File: src/rtl/core/bssc_pkg.sv
// Shared types, codes and lookup functions for the six-step start-up controller.
`timescale 1ns / 1ps

package bssc_pkg;

  typedef enum logic [3:0] {
    MODE_IDLE     = 4'b0001,
    MODE_STARTING = 4'b0010,
    MODE_RUNNING  = 4'b0100,
    MODE_FAULT    = 4'b1000
  } mode_e;

  localparam logic [1:0] MODE_CODE_IDLE     = 2'd0;
  localparam logic [1:0] MODE_CODE_STARTING = 2'd1;
  localparam logic [1:0] MODE_CODE_RUNNING  = 2'd2;
  localparam logic [1:0] MODE_CODE_FAULT    = 2'd3;

  localparam logic [2:0] FUNC_MS_TICK   = 3'd0;
  localparam logic [2:0] FUNC_RELOAD    = 3'd1;
  localparam logic [2:0] FUNC_CROSSING  = 3'd2;
  localparam logic [2:0] FUNC_START     = 3'd3;
  localparam logic [2:0] FUNC_STOP      = 3'd4;
  localparam logic [2:0] FUNC_SET_POWER = 3'd5;

  localparam logic [1:0] CFG_OPEN_LOOP_LIMIT = 2'd0;
  localparam logic [1:0] CFG_RAMP_INCREMENT  = 2'd1;
  localparam logic [1:0] CFG_STALL_LIMIT_MS  = 2'd2;

  localparam logic [15:0] OPEN_LOOP_LIMIT_RST = 16'd500;
  localparam logic [7:0]  RAMP_INCREMENT_RST  = 8'd2;
  localparam logic [15:0] STALL_LIMIT_MS_RST  = 16'd50;

  localparam logic [2:0]  PHASE_LAST = 3'd5;
  localparam logic [15:0] U16_MAX    = 16'hFFFF;

  typedef struct packed {
    logic [2:0]  func;
    logic        driver_fault;
    logic [7:0]  power_level;
    logic [15:0] initial_rate;
  } in_word_t;

  typedef struct packed {
    logic [1:0]  mode;
    logic [2:0]  phase;
    logic [7:0]  duty;
    logic [15:0] step_rate;
    logic        step_timer_on;
    logic        comparator_on;
    logic [1:0]  comparator_channel;
    logic        comparator_invert;
    logic        commutated;
  } out_word_t;

  typedef struct packed {
    logic [15:0] open_loop_limit;
    logic [7:0]  ramp_increment;
    logic [15:0] stall_limit_ms;
  } cfg_t;

  typedef struct packed {
    mode_e       mode;
    logic [2:0]  phase;
    logic [7:0]  power;
    logic [7:0]  duty;
    logic [15:0] rate;
    logic [15:0] since_ms;
    logic        timer_on;
    logic        comp_on;
  } ctrl_state_t;

  function automatic logic [1:0] mode_code(mode_e m);
    logic [1:0] c;
    unique case (m)
      MODE_IDLE:     c = MODE_CODE_IDLE;
      MODE_STARTING: c = MODE_CODE_STARTING;
      MODE_RUNNING:  c = MODE_CODE_RUNNING;
      MODE_FAULT:    c = MODE_CODE_FAULT;
      default:       c = MODE_CODE_IDLE;
    endcase
    return c;
  endfunction

  // floating phase to sense for each commutation phase
  function automatic logic [1:0] comp_channel(logic [2:0] phase);
    logic [1:0] ch;
    case (phase)
      3'd1, 3'd4: ch = 2'd2;
      3'd2, 3'd5: ch = 2'd1;
      default:    ch = 2'd0;
    endcase
    return ch;
  endfunction

  function automatic logic comp_invert(logic [2:0] phase);
    logic inv;
    case (phase)
      3'd0, 3'd2, 3'd4: inv = 1'b1;
      default:          inv = 1'b0;
    endcase
    return inv;
  endfunction

endpackage

File: src/rtl/core/bssc_cfg_regs.sv
// Configuration registers for the six-step start-up controller.
`timescale 1ns / 1ps

module bssc_cfg_regs (
  input  logic          clk_i,
  input  logic          rst_ni,
  input  logic          cfg_valid_i,
  input  logic          cfg_ready_i,
  input  logic [1:0]    cfg_index_i,
  input  logic [15:0]   cfg_data_i,
  output bssc_pkg::cfg_t cfg_o
);
  import bssc_pkg::*;

  cfg_t cfg_q, cfg_d;

  always_comb begin
    cfg_d = cfg_q;
    if (cfg_valid_i && cfg_ready_i) begin
      case (cfg_index_i)
        CFG_OPEN_LOOP_LIMIT: cfg_d.open_loop_limit = cfg_data_i;
        CFG_RAMP_INCREMENT:  cfg_d.ramp_increment  = cfg_data_i[7:0];
        CFG_STALL_LIMIT_MS:  cfg_d.stall_limit_ms  = cfg_data_i;
        default: ;
      endcase
    end
  end

  always_ff @(posedge clk_i or negedge rst_ni) begin
    if (!rst_ni) begin
      cfg_q.open_loop_limit <= OPEN_LOOP_LIMIT_RST;
      cfg_q.ramp_increment  <= RAMP_INCREMENT_RST;
      cfg_q.stall_limit_ms  <= STALL_LIMIT_MS_RST;
    end else begin
      cfg_q <= cfg_d;
    end
  end

  assign cfg_o = cfg_q;

endmodule

File: src/rtl/core/bssc_step.sv
// Event logic: next controller state and result word for one input word.
`timescale 1ns / 1ps

module bssc_step (
  input  bssc_pkg::ctrl_state_t state_i,
  input  bssc_pkg::in_word_t    word_i,
  input  bssc_pkg::cfg_t        cfg_i,
  output bssc_pkg::ctrl_state_t state_o,
  output bssc_pkg::out_word_t   result_o
);
  import bssc_pkg::*;

  function automatic ctrl_state_t halt(ctrl_state_t st);
    ctrl_state_t h;
    h = st;
    h.timer_on = 1'b0;
    h.comp_on  = 1'b0;
    h.duty     = 8'd0;
    if (h.mode != MODE_FAULT) h.mode = MODE_IDLE;
    return h;
  endfunction

  function automatic logic [2:0] next_phase(logic [2:0] p);
    return (p >= PHASE_LAST) ? 3'd0 : p + 3'd1;
  endfunction

  ctrl_state_t s;
  logic        stepped;
  logic [16:0] rate_sum;

  always_comb begin
    s        = state_i;
    stepped  = 1'b0;
    rate_sum = {1'b0, state_i.rate} + {9'd0, cfg_i.ramp_increment};
    case (word_i.func)
      FUNC_MS_TICK: begin
        if (s.since_ms != U16_MAX) s.since_ms = s.since_ms + 16'd1;
        if (word_i.driver_fault) begin
          if (s.mode == MODE_STARTING || s.mode == MODE_RUNNING) s = halt(s);
          s.mode = MODE_FAULT;
        end else if (s.mode == MODE_FAULT) begin
          s.mode = MODE_IDLE;
        end else if (s.mode == MODE_RUNNING && s.since_ms > cfg_i.stall_limit_ms) begin
          s = halt(s);
        end
      end
      FUNC_RELOAD: begin
        if (s.timer_on) begin
          if (s.mode == MODE_STARTING) begin
            s.phase = next_phase(s.phase);
            stepped = 1'b1;
            if (s.rate < cfg_i.open_loop_limit) begin
              s.rate = rate_sum[16] ? U16_MAX : rate_sum[15:0];
            end else begin
              s.mode     = MODE_RUNNING;
              s.since_ms = 16'd0;
              s.comp_on  = 1'b1;
            end
          end else begin
            s.timer_on = 1'b0;
          end
        end
      end
      FUNC_CROSSING: begin
        if (s.comp_on) begin
          s.since_ms = 16'd0;
          s.phase    = next_phase(s.phase);
          stepped    = 1'b1;
        end
      end
      FUNC_START: begin
        if (s.mode == MODE_IDLE) begin
          s.since_ms = 16'd0;
          s.rate     = word_i.initial_rate;
          s.mode     = MODE_STARTING;
          s.duty     = s.power;
          s.timer_on = 1'b1;
        end
      end
      FUNC_STOP: s = halt(s);
      FUNC_SET_POWER: begin
        s.power = word_i.power_level;
        if (s.mode == MODE_STARTING || s.mode == MODE_RUNNING) s.duty = word_i.power_level;
      end
      default: ;
    endcase
  end

  assign state_o = s;

  always_comb begin
    result_o.mode               = mode_code(s.mode);
    result_o.phase              = s.phase;
    result_o.duty               = s.duty;
    result_o.step_rate          = s.rate;
    result_o.step_timer_on      = s.timer_on;
    result_o.comparator_on      = s.comp_on;
    result_o.comparator_channel = s.comp_on ? comp_channel(s.phase) : 2'd0;
    result_o.comparator_invert  = s.comp_on ? comp_invert(s.phase) : 1'b0;
    result_o.commutated         = stepped;
  end

endmodule

File: src/rtl/core/bldc_six_step_startup_controller_core.sv
// Top level of the sensorless six-step BLDC start-up and run controller.
// Each input word is one event (ms tick, step-timer reload, zero crossing,
// start, stop, set power) and yields exactly one result word with the state
// after the event. One word is taken per clock cycle unless the input is
// stalled; an accepted word passes the input register, then the result
// register, which holds its result word. The input stalls only while the
// input register holds a word and the result register holds a word that
// the receiver is stalling. Configuration writes are always ready and apply
// to the next word processed; write only while no word is in flight.
`timescale 1ns / 1ps

module bldc_six_step_startup_controller_core (
  input  logic                clk_i,
  input  logic                rst_ni,
  input  logic                in_valid_i,
  output logic                in_stall_o,
  input  bssc_pkg::in_word_t  in_word_i,
  output logic                out_valid_o,
  input  logic                out_stall_i,
  output bssc_pkg::out_word_t out_word_o,
  input  logic                cfg_valid_i,
  output logic                cfg_ready_o,
  input  logic [1:0]          cfg_index_i,
  input  logic [15:0]         cfg_data_i
);
  import bssc_pkg::*;

  cfg_t        cfg;
  ctrl_state_t state_q, state_d;
  out_word_t   result;
  in_word_t    in_word_q;
  out_word_t   out_word_q;
  logic        in_valid_q, out_valid_q;
  logic        out_free, process;

  assign cfg_ready_o = 1'b1;

  bssc_cfg_regs u_cfg (
    .clk_i       (clk_i),
    .rst_ni      (rst_ni),
    .cfg_valid_i (cfg_valid_i),
    .cfg_ready_i (cfg_ready_o),
    .cfg_index_i (cfg_index_i),
    .cfg_data_i  (cfg_data_i),
    .cfg_o       (cfg)
  );

  bssc_step u_step (
    .state_i  (state_q),
    .word_i   (in_word_q),
    .cfg_i    (cfg),
    .state_o  (state_d),
    .result_o (result)
  );

  assign out_free   = !out_valid_q || !out_stall_i;
  assign process    = in_valid_q && out_free;
  assign in_stall_o = in_valid_q && !out_free;

  always_ff @(posedge clk_i or negedge rst_ni) begin
    if (!rst_ni) begin
      in_valid_q  <= 1'b0;
      out_valid_q <= 1'b0;
      state_q     <= '{mode: MODE_IDLE, default: '0};
    end else begin
      if (!in_stall_o) in_valid_q <= in_valid_i;
      if (out_free) out_valid_q <= in_valid_q;
      if (process) state_q <= state_d;
    end
  end

  always_ff @(posedge clk_i) begin
    if (in_valid_i && !in_stall_o) in_word_q <= in_word_i;
    if (process) out_word_q <= result;
  end

  assign out_valid_o = out_valid_q;
  assign out_word_o  = out_word_q;

  a_phase_range: assert property (@(posedge clk_i) disable iff (!rst_ni)
    state_q.phase <= PHASE_LAST)
    else $error("phase out of range");

  a_duty_off_when_stopped: assert property (@(posedge clk_i) disable iff (!rst_ni)
    (state_q.mode == MODE_IDLE || state_q.mode == MODE_FAULT) |-> state_q.duty == 8'd0)
    else $error("duty nonzero while stopped");

  a_comp_iff_running: assert property (@(posedge clk_i) disable iff (!rst_ni)
    state_q.comp_on == (state_q.mode == MODE_RUNNING))
    else $error("comparator armed state disagrees with mode");

  a_state_holds: assert property (@(posedge clk_i) disable iff (!rst_ni)
    !process |=> $stable(state_q))
    else $error("state changed without a word");

endmodule
File: config.mk
export PLATFORM = sky130hd
export DESIGN_NAME = bldc_six_step_startup_controller_core
export DESIGN_NICKNAME = d
export VERILOG_FILES = /design/src/rtl/core/bssc_pkg.sv /design/src/rtl/core/bssc_cfg_regs.sv /design/src/rtl/core/bssc_step.sv /design/src/rtl/core/bldc_six_step_startup_controller_core.sv
export SDC_FILE = /design/constraint.sdc
export NUM_CORES = 1
export LEC_CHECK = 0
export ABC_AREA = 0
export BUFFER_PORTS_ARGS = -buffer_cell sky130_fd_sc_hd__buf_4
export CAP_MARGIN = 15
export CORE_UTILIZATION = 55
export CTS_CLUSTER_SIZE = 40
export DETAILED_ROUTE_END_ITERATION = 12
export GPL_TIMING_DRIVEN = 0
export PLACE_DENSITY = 0.75
export SETUP_SLACK_MARGIN = 0.3
export SLEW_MARGIN = 20
export SYNTH_ARGS = -nofsm -noshare
export SYNTH_HDL_FRONTEND = slang
export SYNTH_SLANG_ARGS = --single-unit
File: constraint.sdc
create_clock -name clk_i -period 4.93 [get_ports clk_i]
set_input_delay 1.2325 -clock clk_i [delete_from_list [all_inputs] [get_ports clk_i]]
set_output_delay 1.2325 -clock clk_i [all_outputs]
set_load 0.05 [all_outputs]
Yosys cells after proc, flatten, opt, wreduce, memory -nomap -nowiden
Cells that the tools add are included.
Storage, ports and cells
  memory bits (read-only): 0
  RAM bits: 0
  register bits after elaboration: 162
  input bits: 51
  memories kept: 0
  latch bits: 0
  word-level logic and storage cells: 119
Cells by class
  $mul: 0
  equal/unequal tests: 25
  reduce and logical (&&, ||, !) cells: 22
  divide/modulo/power cells: 0
  shift-type cells: 0
  multiplexer cells: 39
  $lt $le $gt $ge: 3
  bitwise gates (word level): 1
  $add $sub $neg: 3
Operators by type and width (number)
  $mux W57: 2
  $mux W16: 6
  $pmux W16 S4: 1
  $mux W53: 1
  $pmux W16 S3: 1
  $mux W42: 1
  $mux W41: 1
  $mux W34: 1
  $mux W32: 1
  $pmux W8 S4: 1
  $add A16 B8 Y17: 1
  $add A16 B1 Y16 const B: 1
  $gt A16 B16 Y1: 1
  $lt A16 B16 Y1: 1
  $mux W4: 4
  $ne A16 B16 Y1 const B: 1
  $pmux W4 S4: 1
  $pmux W8 S2: 1
  $mux W7: 2
  $eq A3 B3 Y1 const B: 4
  $eq A3 B2 Y1 const B: 3
  $pmux W3 S3: 1
  $eq A4 B2 Y1 const B: 2
  $eq A4 B3 Y1 const B: 2
  30 further kinds: 52

Longest topological paths before layout
Gate-level depths: netlist (run 1).
  depth in word-level cells: 12
  mapped depth: 17
  mapped depth without buffers: 15

Modules after synthesis
Synthesis (run 1) repeated with hierarchy kept, for this count alone.
Unflattened totals
  cell total of the unflattened synthesis: 796
  area, all modules: 9186.3 µm²
Modules (own cells, without submodules)
  bldc_six_step_startup_controller_core: cells each 193, instances 1, area each 4215.3 µm²
  bssc_step: cells each 517, instances 1, area each 3382.0 µm²
  bssc_cfg_regs: cells each 86, instances 1, area each 1589.0 µm²

Worst setup path before layout (run 1)
OpenSTA, ideal clock, no wires.
  path kind: input to register
  start point: input port out_stall_i
  end point: register state_q[27] (netlist name)
  library setup time: 0.087 ns
  cell stages on the path: 7
  data arrival time: 3.588 ns
  setup slack: 1.255 ns
  data required time: 4.843 ns
  path buffers: 2
  path through: nand2_1 nand2_1 inv_1 clkbuf_1 buf_1 o21ai_0 o211ai_1
On the way
  longest elaborated chain between the ends: 3
Ends and longest elaborated chain
  start: declaration: RTL line bldc_six_step_startup_controller_core.sv:19  | input logic out_stall_i,
  $logic_not A1 Y1: RTL line bldc_six_step_startup_controller_core.sv:56  | assign out_free = !out_valid_q || !out_stall_i;
  $logic_or A1 B1 Y1: RTL line bldc_six_step_startup_controller_core.sv:56
  $logic_and A1 B1 Y1: RTL line bldc_six_step_startup_controller_core.sv:57  | assign process = in_valid_q && out_free;
  via process: RTL line bldc_six_step_startup_controller_core.sv:34  | logic out_free, process;
  end signal: assignment: RTL line bldc_six_step_startup_controller_core.sv:68  | if (process) state_q <= state_d;
  end: declaration: RTL line bldc_six_step_startup_controller_core.sv:29  | ctrl_state_t state_q, state_d;
The timed path passes the listed nets, and every way through them passes these cells.
A chain may end at the register's enable or synchronous reset.

Worst setup path after layout (run 1)
  start point: register state_q[2] (netlist name)
  end point: register state_q[37] (netlist name)
On the way
  longest elaborated chain between the ends: 9
  elaborated cells between the ends (all ways): 10
Ends and longest elaborated chain
  $add A16 B1 Y16 or $ne A16 B16 Y1 (tied branches): RTL line bssc_step.sv:37  | if (s.since_ms != U16_MAX) s.since_ms = s.since_ms + 16'd1;
  $mux W16 (*): RTL line bssc_step.sv:37
  $mux W16 (*): RTL line bssc_step.sv:35  | case (word_i.func)
  $gt A16 B16 Y1 (*): RTL line bssc_step.sv:43  | end else if (s.mode == MODE_RUNNING && s.since_ms > cfg_i.stall_limit_ms) begin
  $logic_and A1 B1 Y1 (*): RTL line bssc_step.sv:43
  $mux W57 (*): RTL line bssc_step.sv:43
  $mux W53 (*): RTL line bssc_step.sv:41  | end else if (s.mode == MODE_FAULT) begin
  $mux W57 (*): RTL line bssc_step.sv:38  | if (word_i.driver_fault) begin
  $pmux W8 S4 (*): RTL line bssc_step.sv:35
Every way passes the cells marked *; elsewhere a longest branch is shown, timed or not. The select of a mux whose other input is x is not followed.

==> impl_results.md, run 1 <==
- Core box area: 0.0154 mm^2
- Die area: 0.0164 mm^2
- P&R area growth vs syn: 17.7%
- Yosys reg bits: 162
- Cell family with the largest share of critical-path delay: simple AND/OR/NAND/NOR gates
- Final setup fails: 0
- Via count: 6,870
- Status: finished clean
- Detailed Routing Iterations Pass 1: 7
- Hold/Removal Path Class: reg -> reg
- DRT iter0 DRCs: 480
- Async set or reset register ratio after synthesis: 61.1%
- Max Cap Violations: 0
- Critical path data arrival time: 4.68 ns
- Reg-to-reg slack, setup: 0.51 ns
- Final min period: 4.42 ns
- Worst skew pair latency: 0.42 ns
- Detailed Route WL: 20,700 um
- Worst hold slack: 0.510 ns
- Wirelength per Cell: 17.7 um
- ANT nets after route: 0
- Post-Synthesis Cells: 834
- Clk root buf: clkbuf_16
- Placer congestion estimate: 0.894
- Hold Crit Start: state_q[49]$_DFFE_PN0P_
- Layout cells sized above 1: 21.1%
- Vias in the first global route: 6,699
- Die width: 128 um
- TritonCTS buffer count: 17
- Fill count: 1,192
- Yosys top cell area share: 25.2%
- Register area share after synthesis: 50.2%
- Post-Syn Area: 0.00873 mm^2
- Dpl cell area: 0.00967 mm^2
- Largest net degree at the start of global routing: 100
- H-tree levels: 4
- Peak VDD IR: 0.390 mV
- CTS tree: built
- HPWL Detailed: 14,400 um
- Final instance area: 0.0103 mm^2
- RSZ-0062 raised after global routing: false
- Skew final: 0.00982 ns
- Slowest stage delay, CP: 0.53 ns
- Required time worst endpoint: 5.20 ns
- Tot GR Track Use: 26.7%
- Vias per cell: 5.90
- Clock Path Buffers: 2
- Critical path capture point type: flip-flop
- First-pass GRT wire length: 33,500 um
- Worst r2r src: state_q[2]$_DFFE_PN0P_
- Clock sinks: 162
- Post-synth EDFFs: 63
- Most frequent cell after synthesis: dfrtp_1
- Slew @ Worst Pin: 0.923 ns
- CP Class: reg -> reg
- Crit path launch: state_q[2]$_DFFE_PN0P_
- Critical path, cell by cell: ha_1 -> nand2_1 -> nor3_2 -> nand2_1 -> clkbuf_1 -> nand4_1 -> nor2_1 -> xor2_1 -> ha_1 -> nand4_1 -> a2111oi_2 -> o311ai_1 -> a32o_1 -> buf_2 -> nor2_4 -> o22ai_1
- Max Freq: 226 MHz
- Worst-path clk slew: 0.07 ns
- Worst path slowest cell: a2111oi_2
- Pins Over Slew Limit: 0
- Hold_buf cts: 0
- Pleak: 4.53 nW
- Top_reg_cell synth: dfrtp_1
- Ant diodes: 0
- Die height: 128 um
- Io pins: 89
- Worst Path Max Fanout: 10
- Synth cell count leaders: 88 x dfrtp_1, 79 x nand2_1, 63 x edfxtp_1, 57 x inv_1, 53 x nor2_1
- Initial antenna violation count: 0
- Synth top area cells: dfrtp_1 25%, edfxtp_1 22%, ha_1 6.0%
- Syn nets: 928
- Average cell area after synthesis: 10.5 um^2
- Synth warnings: 0
- Buffers and inverters on the worst path: 2
- Cell Pwr Density: 489 mW/mm^2
- Synth cell types: 78
- Relative slew slack: 38.4%
- Final Hold Viols: 0
- Grt ovf: 0
- Period utilisation layout: 89.6%
- Area leader, netlist: dfrtp_1
- PortBufs: 87
- Layout Nets: 1,035
- Cell Rows: 45
- Startpoint types: flip-flop
- Initial Util: 56.8%
- Drc violations: 0
-- worst register-to-register path, delay by kind of cell (launching register included) --
family / cells / cell delay, ns
compound gates: 4 / 1.19
simple gates: 7 / 1.35
buf+inv: 2 / 0.60
fa+ha+maj: 2 / 0.58
flops: 1 / 0.44
xor+xnor: 1 / 0.11
-- final timing paths --
kind	cells past startpoint	endpoint
max reg2reg	16	state_q[37]$_DFFE_PN0P_
max in group asynchronous	1	state_q[52]$_DFFE_PN0P_
max	16	state_q[37]$_DFFE_PN0P_
min reg2reg	1	state_q[49]$_DFFE_PN0P_
min in group asynchronous	1	state_q[7]$_DFFE_PN0P_
min	1	state_q[49]$_DFFE_PN0P_
-- cells by family (layout without fill, tap and decap cells) --
kind of cell	Yosys count	count (layout)	synth area share, %
and+or+nand+nor	244	244	14.0
AOI/OAI and AO/OA	212	212	16.1
DFF	162	162	50.2
buffers and inverters	95	215	4.39
muxes	55	55	6.88
adders and majority gates	43	43	6.25
xor gates and xnor gates	22	22	2.21
other	1	1	0.0430
-- final cells by class --
cell class,instances,area (um^2),area share [%]
sequential,162,4380,42.6
multi-input combinational,577,3990,38.8
timing repair buffer,88,677,6.58
clock buffer,18,429,4.17
tap,211,264,2.57
inverter,58,218,2.12
buffer,37,166,1.62
clock inverter,14,154,1.50
-- metrics by stage --
stage / setup slack, ns / std cells / power, mW / TNS, ns / util, %
2_1_floorplan: 1.25 / 834 / 3.21 / 0 / -
3_3_place_gp: -0.265 / 1132 / 3.65 / -3.96 / 62.8
3_5_place_dp: 0.224 / 1133 / 3.69 / 0 / 62.9
4_1_cts: 0.326 / 1165 / 5.03 / 0 / 66.8
5_1_grt: 0.288 / 1165 / 5.33 / 0 / 66.9
6_report: 0.513 / 1165 / 5.03 / 0 / 66.9
-- registers in the layout, summed over array words and instances (netlist names) --
register     flops
state_q         57
u_cfg.cfg_o     40
out_word_o      35
in_word_q       28
in_valid_q       1
out_valid_o      1
-- layout by cell type (no fill, tap or decap), types with 15 or more instances in the layout --
cell       Yosys  final
mux2_2        38     38
o21ai_0       49     49
nand3_1       23     23
nand2_1       79     79
clkbuf_1      20     21
edfxtp_1      63     63
clkbuf_16      0     17
mux2i_1       15     15
ha_1          42     42
buf_4          3     89
inv_1         57     57
dfrtp_1       88     88
nor2_1        53     53
a21oi_1       42     42
-- metal layers --
layer	vias to the layer above	part of all wire, %	track usage [%]
met1	3320	44	35.4
met2	262	48	43.5
met4	0	2.2	9.97
met5	-	0	0
met3	38	5.7	5.55
li1	3250	-	-
-- repair_timing --
action                                 4_1_cts  5_1_grt
gates cloned                                 0        0
endpoints found under the hold margin        0        0
setup endpoints to repair                    8       21
gates resized for setup                      1        3
setup buffers                                0        0
-- where the power goes --
| part | internal (mW) | leakage (nW) | switching (mW) |
|---|---|---|---|
| Sequential | 1.73 | 1.82 | 0.237 |
| Combinational | 0.708 | 2.43 | 1.04 |
| Clock | 0.754 | 0.278 | 0.560 |
Note: power is estimated with default switching activity, not from simulation.
==> inputs of run 2 (changes only) <==
ABC_AREA = 1   (was 0)
PLACE_DENSITY = 0.8   (was 0.75)
==> impl_results.md, run 2 <==
- Top_reg_cell synth: dfrtp_1
- Initial Util: 57.1%
- Die width: 129 um
- Peak VDD IR: 0.310 mV
- Synth warnings: 0
- Clock sinks: 162
- Clk root buf: clkbuf_16
- Die height: 129 um
- Syn nets: 1,127
- Critical path data arrival time: 3.89 ns
- Reg-to-reg slack, setup: 1.23 ns
- Vias in the first global route: 7,450
- Max reg flops: 57
- PortBufs: 87
- Required time worst endpoint: 5.12 ns
- Io pins: 89
- Placer congestion estimate: 0.944
- Clock Path Buffers: 2
- End of the worst register-to-register path: out_word_o[3]$_SDFFCE_PN0P_
- Synth cell types: 52
- Slew @ Worst Pin: 1.02 ns
- Fill count: 1,253
- Worst skew pair latency: 0.43 ns
- Wirelength per Cell: 15.4 um
- Cell count after placement: 1,332
- Yosys reg bits: 162
- Internal power: 2.91 mW
- Psw: 1.84 mW
- Slowest stage delay, CP: 0.42 ns
- Cell Pwr Density: 462 mW/mm^2
- Startpoint types: flip-flop
- Sequential share of power: 41.8%
- Final total power: 4.75 mW
- WHS Path Cells: 2
- ANT nets after route: 0
- Post-synth EDFFs: 63
- Hold Crit Start: in_valid_q$_DFFE_PN0N_
- Hold/Removal Path Class: reg -> reg
- Area leader, netlist: dfrtp_1
- Average cell area after synthesis: 8.52 um^2
- Most frequent cell after synthesis: nand2_1
- CTS tree: built
- Final setup fails: 0
- RSZ-0062 raised after global routing: false
- Cell family with the largest share of critical-path delay: simple AND/OR/NAND/NOR gates
- Buffers and inverters on the worst path: 5
- Detailed Route WL: 21,000 um
- Post-Synthesis Cells: 1,033
- Critical path, cell by cell: nand2_1 -> inv_1 -> nand3_1 -> inv_1 -> nand4_2 -> nor2_2 -> nand2_2 -> nor2_4 -> inv_2 -> nand2_1 -> xor2_1 -> inv_1 -> ha_1 -> nand2_1 -> o21ai_0 -> nand2_1 -> nand3_1 -> nand2_1 -> nand2_1 -> nand4_1 -> nand4_1 -> nand3_1 -> nand2_1 -> inv_1
- DRT iter0 DRCs: 620
- Initial antenna violation count: 0
- # resized after CTS: 0
- Max Cap Violations: 0
- Cell Rows: 45
- Register area share after synthesis: 49.8%
- R2r worst-path depth: 24
- Sw Share: 38.6%
- HPWL Detailed: 15,100 um
- TritonCTS buffer count: 17
- Grt ovf: 0
- Worst path slowest cell: nand4_1
- Commonest non-fill, non-tap cells in the layout: 255 x nand2_1, 156 x inv_1, 107 x o21ai_0, 88 x buf_4, 88 x dfrtp_1
- Yosys top cell area share: 25.0%
- P&R area growth vs syn: 16.9%
- Clock power share: 25.5%
- Post-Syn Area: 0.00881 mm^2
- Max Freq: 270 MHz
- Via count: 7,559
- Final TNS setup: 0 ns
- Vias per cell: 5.54
- Core box area: 0.0154 mm^2
- Detailed Routing Iterations Pass 1: 6
- Post-CTS Setup Inserts: 0
- Hold Path Sink: out_valid_o$_DFFE_PN0N_
- Register bank with the most flops: state_q
- Hold_buf cts: 0
- Ant diodes: 0
- CP Class: reg -> reg
- Tot GR Track Use: 27.4%
- Worst r2r src: state_q[5]$_DFFE_PN0P_
- Critical path capture point type: flip-flop
- Worst Path Max Fanout: 10
- Largest net degree at the start of global routing: 100
- Skew final: 0.00853 ns
- Pleak: 4.95 nW
- Crit-path most repeated cell: nand2_1
- H-tree levels: 4
- Layout Cells excl Fill: 1,364
- Drc violations: 0
- Final min period: 3.70 ns
- First-pass GRT wire length: 34,900 um
- Status: finished clean
- Layout Nets: 1,234
- Pins Over Slew Limit: 0
- Synth cell count leaders: 255 x nand2_1, 157 x inv_1, 107 x o21ai_0, 88 x dfrtp_1, 63 x edfxtp_1
- Relative slew slack: 31.9%
- Period utilisation layout: 75.1%
- Layout cells sized above 1: 14.9%
- Die area: 0.0165 mm^2
- Synth top area cells: dfrtp_1 25%, edfxtp_1 21%, nand2_1 11%
- Worst-path clk slew: 0.06 ns
- Combinational Power Share: 32.7%
- Final Hold Viols: 0
- Most common cell after layout, fill and taps aside: nand2_1
- Async set or reset register ratio after synthesis: 61.1%
==> run 2: worst register-to-register path: cells and delay by family, from the launching register on <==
kind                     cells  cell delay, ns
buffers and inverters        5            0.36
flip-flops                   1            0.40
AND/OR/NAND/NOR             16            2.03
AO/OA/AOI/OAI                1            0.16
XOR/XNOR                     1            0.22
adder cells (fa/ha/maj)      1            0.29
==> run 2: kinds of logic (layout without fill, tap and decap cells) <==
logic type                 Yosys count  in the layout  synth area share (%)
buffers and inverters              188            308                  8.20
DFF                                162            162                  49.8
and+or+nand+nor                    422            422                  20.9
AOI/OAI and AO/OA                  197            197                  12.7
xor gates and xnor gates            14             14                  1.39
adders and majority gates           43             43                  6.19
other                                1              1                0.0426
muxes                                6              6                 0.753
==> run 2: power groups by stage <==
stage | clock, mW | sequential [mW] | combinational, mW
2_1_floorplan | 0 | 2.13 | 0.926
3_3_place_gp | 0 | 1.99 | 1.47
3_5_place_dp | 0 | 1.99 | 1.53
4_1_cts | 1.22 | 1.98 | 1.54
5_1_grt | 1.27 | 2.01 | 1.75
6_report | 1.21 | 1.98 | 1.55
==> run 2: worst max path at each step <==
stage / startpoint / to / slack (ns) / cells past startpoint
3_3_place_gp: out_stall_i / out_word_o[2]$_SDFFCE_PN0P_ / 0.61 / 6
5_1_grt: state_q[5]$_DFFE_PN0P_ / out_word_o[2]$_SDFFCE_PN0P_ / 0.78 / 24
4_1_cts: state_q[5]$_DFFE_PN0P_ / out_word_o[3]$_SDFFCE_PN0P_ / 1.25 / 24
2_1_floorplan: out_stall_i / out_word_o[0]$_DFFE_PP_ / 1.59 / 5
6_report: state_q[5]$_DFFE_PN0P_ / out_word_o[3]$_SDFFCE_PN0P_ / 1.23 / 24
3_5_place_dp: state_q[5]$_DFFE_PN0P_ / out_word_o[1]$_SDFFCE_PN0P_ / 1.28 / 24
==> run 2: area by class of cell <==
cell class | instances | area, um^2 | area share (%)
Buffer | 24 | 105 | 1.02
Clock buffer | 20 | 437 | 4.24
Clock inverter | 12 | 98.8 | 0.960
Inverter | 164 | 618 | 6.01
Multi-Input combinational cell | 683 | 3700 | 36.0
Sequential cell | 162 | 4380 | 42.6
Tap cell | 211 | 264 | 2.57
Timing Repair Buffer | 88 | 684 | 6.65
==> run 2: metrics by stage <==
stage	hold WS (ns)	utilization, %	cell area, um^2	setup WS (ns)
final	0.462	66.7	10300	1.23
after global routing	0.512	66.7	10300	0.781
after global placement	0.439	63.0	9720	0.608
after floorplan	0.434	-	8810	1.59
after CTS	0.464	66.7	10300	1.25
after detailed placement	0.449	63.2	9760	1.28
==> run 2: layer usage <==
layer | global-route usage [%] | wire [um] | up-vias | share of wire (%)
met5 | 0 | 0 | - | 0
li1 | - | - | 3629 | -
met4 | 14.3 | 846 | 0 | 4.0
met3 | 4.53 | 1300 | 73 | 6.2
met1 | 33.1 | 8520 | 3566 | 41
met2 | 47.4 | 10400 | 291 | 49
==> inputs of run 3 (changes only) <==
CORE_UTILIZATION = 54   (was 55)
PLACE_DENSITY = 0.82   (was 0.8)
clock period = 3 ns   (was 4.93 ns; I/O delays follow)
==> impl_results.md, run 3 (synthesis results as in run 2) <==
- Required time worst endpoint: 3.17 ns
- Final setup fails: 28
- Detailed Route WL: 24,200 um
- Vias in the first global route: 7,745
- Cell Pwr Density: 742 mW/mm^2
- CTS tree: built
- CP Class: reg -> reg
- Hold_buf cts: 0
- Pins Over Slew Limit: 0
- Commonest non-fill, non-tap cells in the layout: 243 x nand2_1, 147 x inv_1, 141 x buf_4, 103 x o21ai_0, 87 x dfrtp_1
- Layout Nets: 1,291
- Period utilisation layout: 115%
- Status: complete, but fails checks
- Largest net degree at the start of global routing: 100
- Initial antenna violation count: 0
- P&R area growth vs syn: 26.5%
- Layout cells sized above 1: 24.4%
- Final setup margin: -0.461 ns
- Clock sinks: 162
- Worst Path Max Fanout: 5
- ANT nets after route: 0
- Final min period: 3.46 ns
- Tot GR Track Use: 28.5%
- Hold/Removal Path Class: in -> async
- TritonCTS buffer count: 17
- Setup crit end: out_word_o[5]$_DFFE_PP_
- Max Freq: 289 MHz
- HPWL Detailed: 15,200 um
- Worst skew pair latency: 0.44 ns
- Clk root buf: clkbuf_16
- Grt ovf: 0
- Pleak: 5.30 nW
- Die width: 130 um
- Critical path capture point type: flip-flop
- Crit path launch: state_q[13]$_DFFE_PN0P_
- Layout Cells excl Fill: 1,426
- First-pass GRT wire length: 36,500 um
- Core box area: 0.0159 mm^2
- Vias per cell: 5.75
- Worst-path clk slew: 0.07 ns
- Initial Util: 55.4%
- Startpoint types: flip-flop
- Slowest stage delay, CP: 0.47 ns
- Clock Path Buffers: 2
- Via count: 8,202
- Failing checks: setup timing
- Cell Rows: 46
- RSZ-0062 raised after global routing: true
- PortBufs: 87
- End of the worst register-to-register path: out_word_o[5]$_DFFE_PP_
- Drc violations: 0
- H-tree levels: 4
- Die area: 0.0168 mm^2
- Max reg flops: 57
- Die height: 130 um
- Fill count: 1,171
- Worst path slowest cell: dfrtp_1
- Register bank with the most flops: state_q
- Skew final: 0.0112 ns
- DRT iter0 DRCs: 884
- Worst r2r src: state_q[13]$_DFFE_PN0P_
- Detailed Routing Iterations Pass 1: 6
- Ant diodes: 0
- R2r worst-path depth: 18
- Critical path, cell by cell: nand2_1 -> inv_1 -> nand2_4 -> nor2_4 -> buf_6 -> buf_6 -> nor3_4 -> xor2_2 -> ha_1 -> nand2_1 -> inv_2 -> nand4_1 -> inv_2 -> a21oi_2 -> nand4_1 -> buf_4 -> a21oi_2 -> nand3_2
- Critical path data arrival time: 3.63 ns
- Max Cap Violations: 0
- Placer congestion estimate: 0.934
- Wirelength per Cell: 17.0 um
- Reg-to-reg slack, setup: -0.46 ns
- Slew @ Worst Pin: 1.01 ns
- Io pins: 89
- Peak VDD IR: 0.518 mV
- Most common cell after layout, fill and taps aside: nand2_1
- Cell count after placement: 1,336
- Final Hold Viols: 0
- Relative slew slack: 31.9%
- Worst hold slack: 0.378 ns
- Final total power: 8.27 mW
==> run 3: timing repair <==
action	4_1_cts	5_1_grt
pin swaps	28	26
endpoints found under the setup margin	35	57
gates resized for setup	46	41
buffers inserted	47	11
==> run 3: area by class of cell <==
type | instances | area, um^2 | share of cell area (%)
buffer | 24 | 105 | 0.944
clock buffer | 20 | 437 | 3.92
clock inverter | 12 | 133 | 1.19
inverter | 164 | 621 | 5.57
multi-input combinational | 683 | 4080 | 36.6
sequential | 162 | 4380 | 39.4
tap | 216 | 270 | 2.43
timing repair buffer | 145 | 1110 | 9.98
==> run 3: metal layers <==
metal	vias up	share of wire, %	GRT usage (%)
li1	3745	-	-
met1	3886	38	34.3
met2	458	50	49.3
met3	113	6.9	4.10
met4	0	5.3	15.7
met5	-	0	0
==> run 3: per-stage QoR <==
stage	worst slack [ns]	util [%]	setup TNS (ns)	area, um^2
finish	-0.461	70.1	-10.0	11100
detailed placement	-0.626	61.3	-12.61	9740
global route	-0.593	70.1	-13.57	11100
global placement	-0.527	61.3	-10.06	9740
floorplan	0.0241	-	0	8810
CTS	-0.165	68.5	-2.65	10900
==> run 3: how the worst min path moves through the flow <==
stage,slack (ns),from,end,cells after the start
final,0.38,rst_ni,state_q[45]$_DFFE_PN0P_,1
after CTS,0.46,rst_ni,state_q[45]$_DFFE_PN0P_,1
after detailed placement,0.46,in_valid_q$_DFFE_PN0N_,out_valid_o$_DFFE_PN0N_,2
after floorplan,0.43,in_valid_q$_DFFE_PN0N_,out_valid_o$_DFFE_PN0N_,2
after global routing,0.47,in_word_i[6],in_word_q[6]$_DFFE_PP_,1
after global placement,0.44,in_valid_q$_DFFE_PN0N_,out_valid_o$_DFFE_PN0N_,2
==> run 3: report_power, final <==
part | internal, mW | total [mW] | switching, mW
clock network | 1.23 | 2.16 | 0.935
registers | 2.84 | 3.28 | 0.434
logic | 1.01 | 2.83 | 1.82
==> run 3: worst max-delay path, delay by kind of cell, from the launching register on <==
family	cells	cell delay, ns
AOI/OAI and AO/OA	2	0.31
xor gates and xnor gates	1	0.27
adders and majority gates	1	0.29
buffers and inverters	6	0.71
DFF	1	0.47
and+or+nand+nor	8	1.14
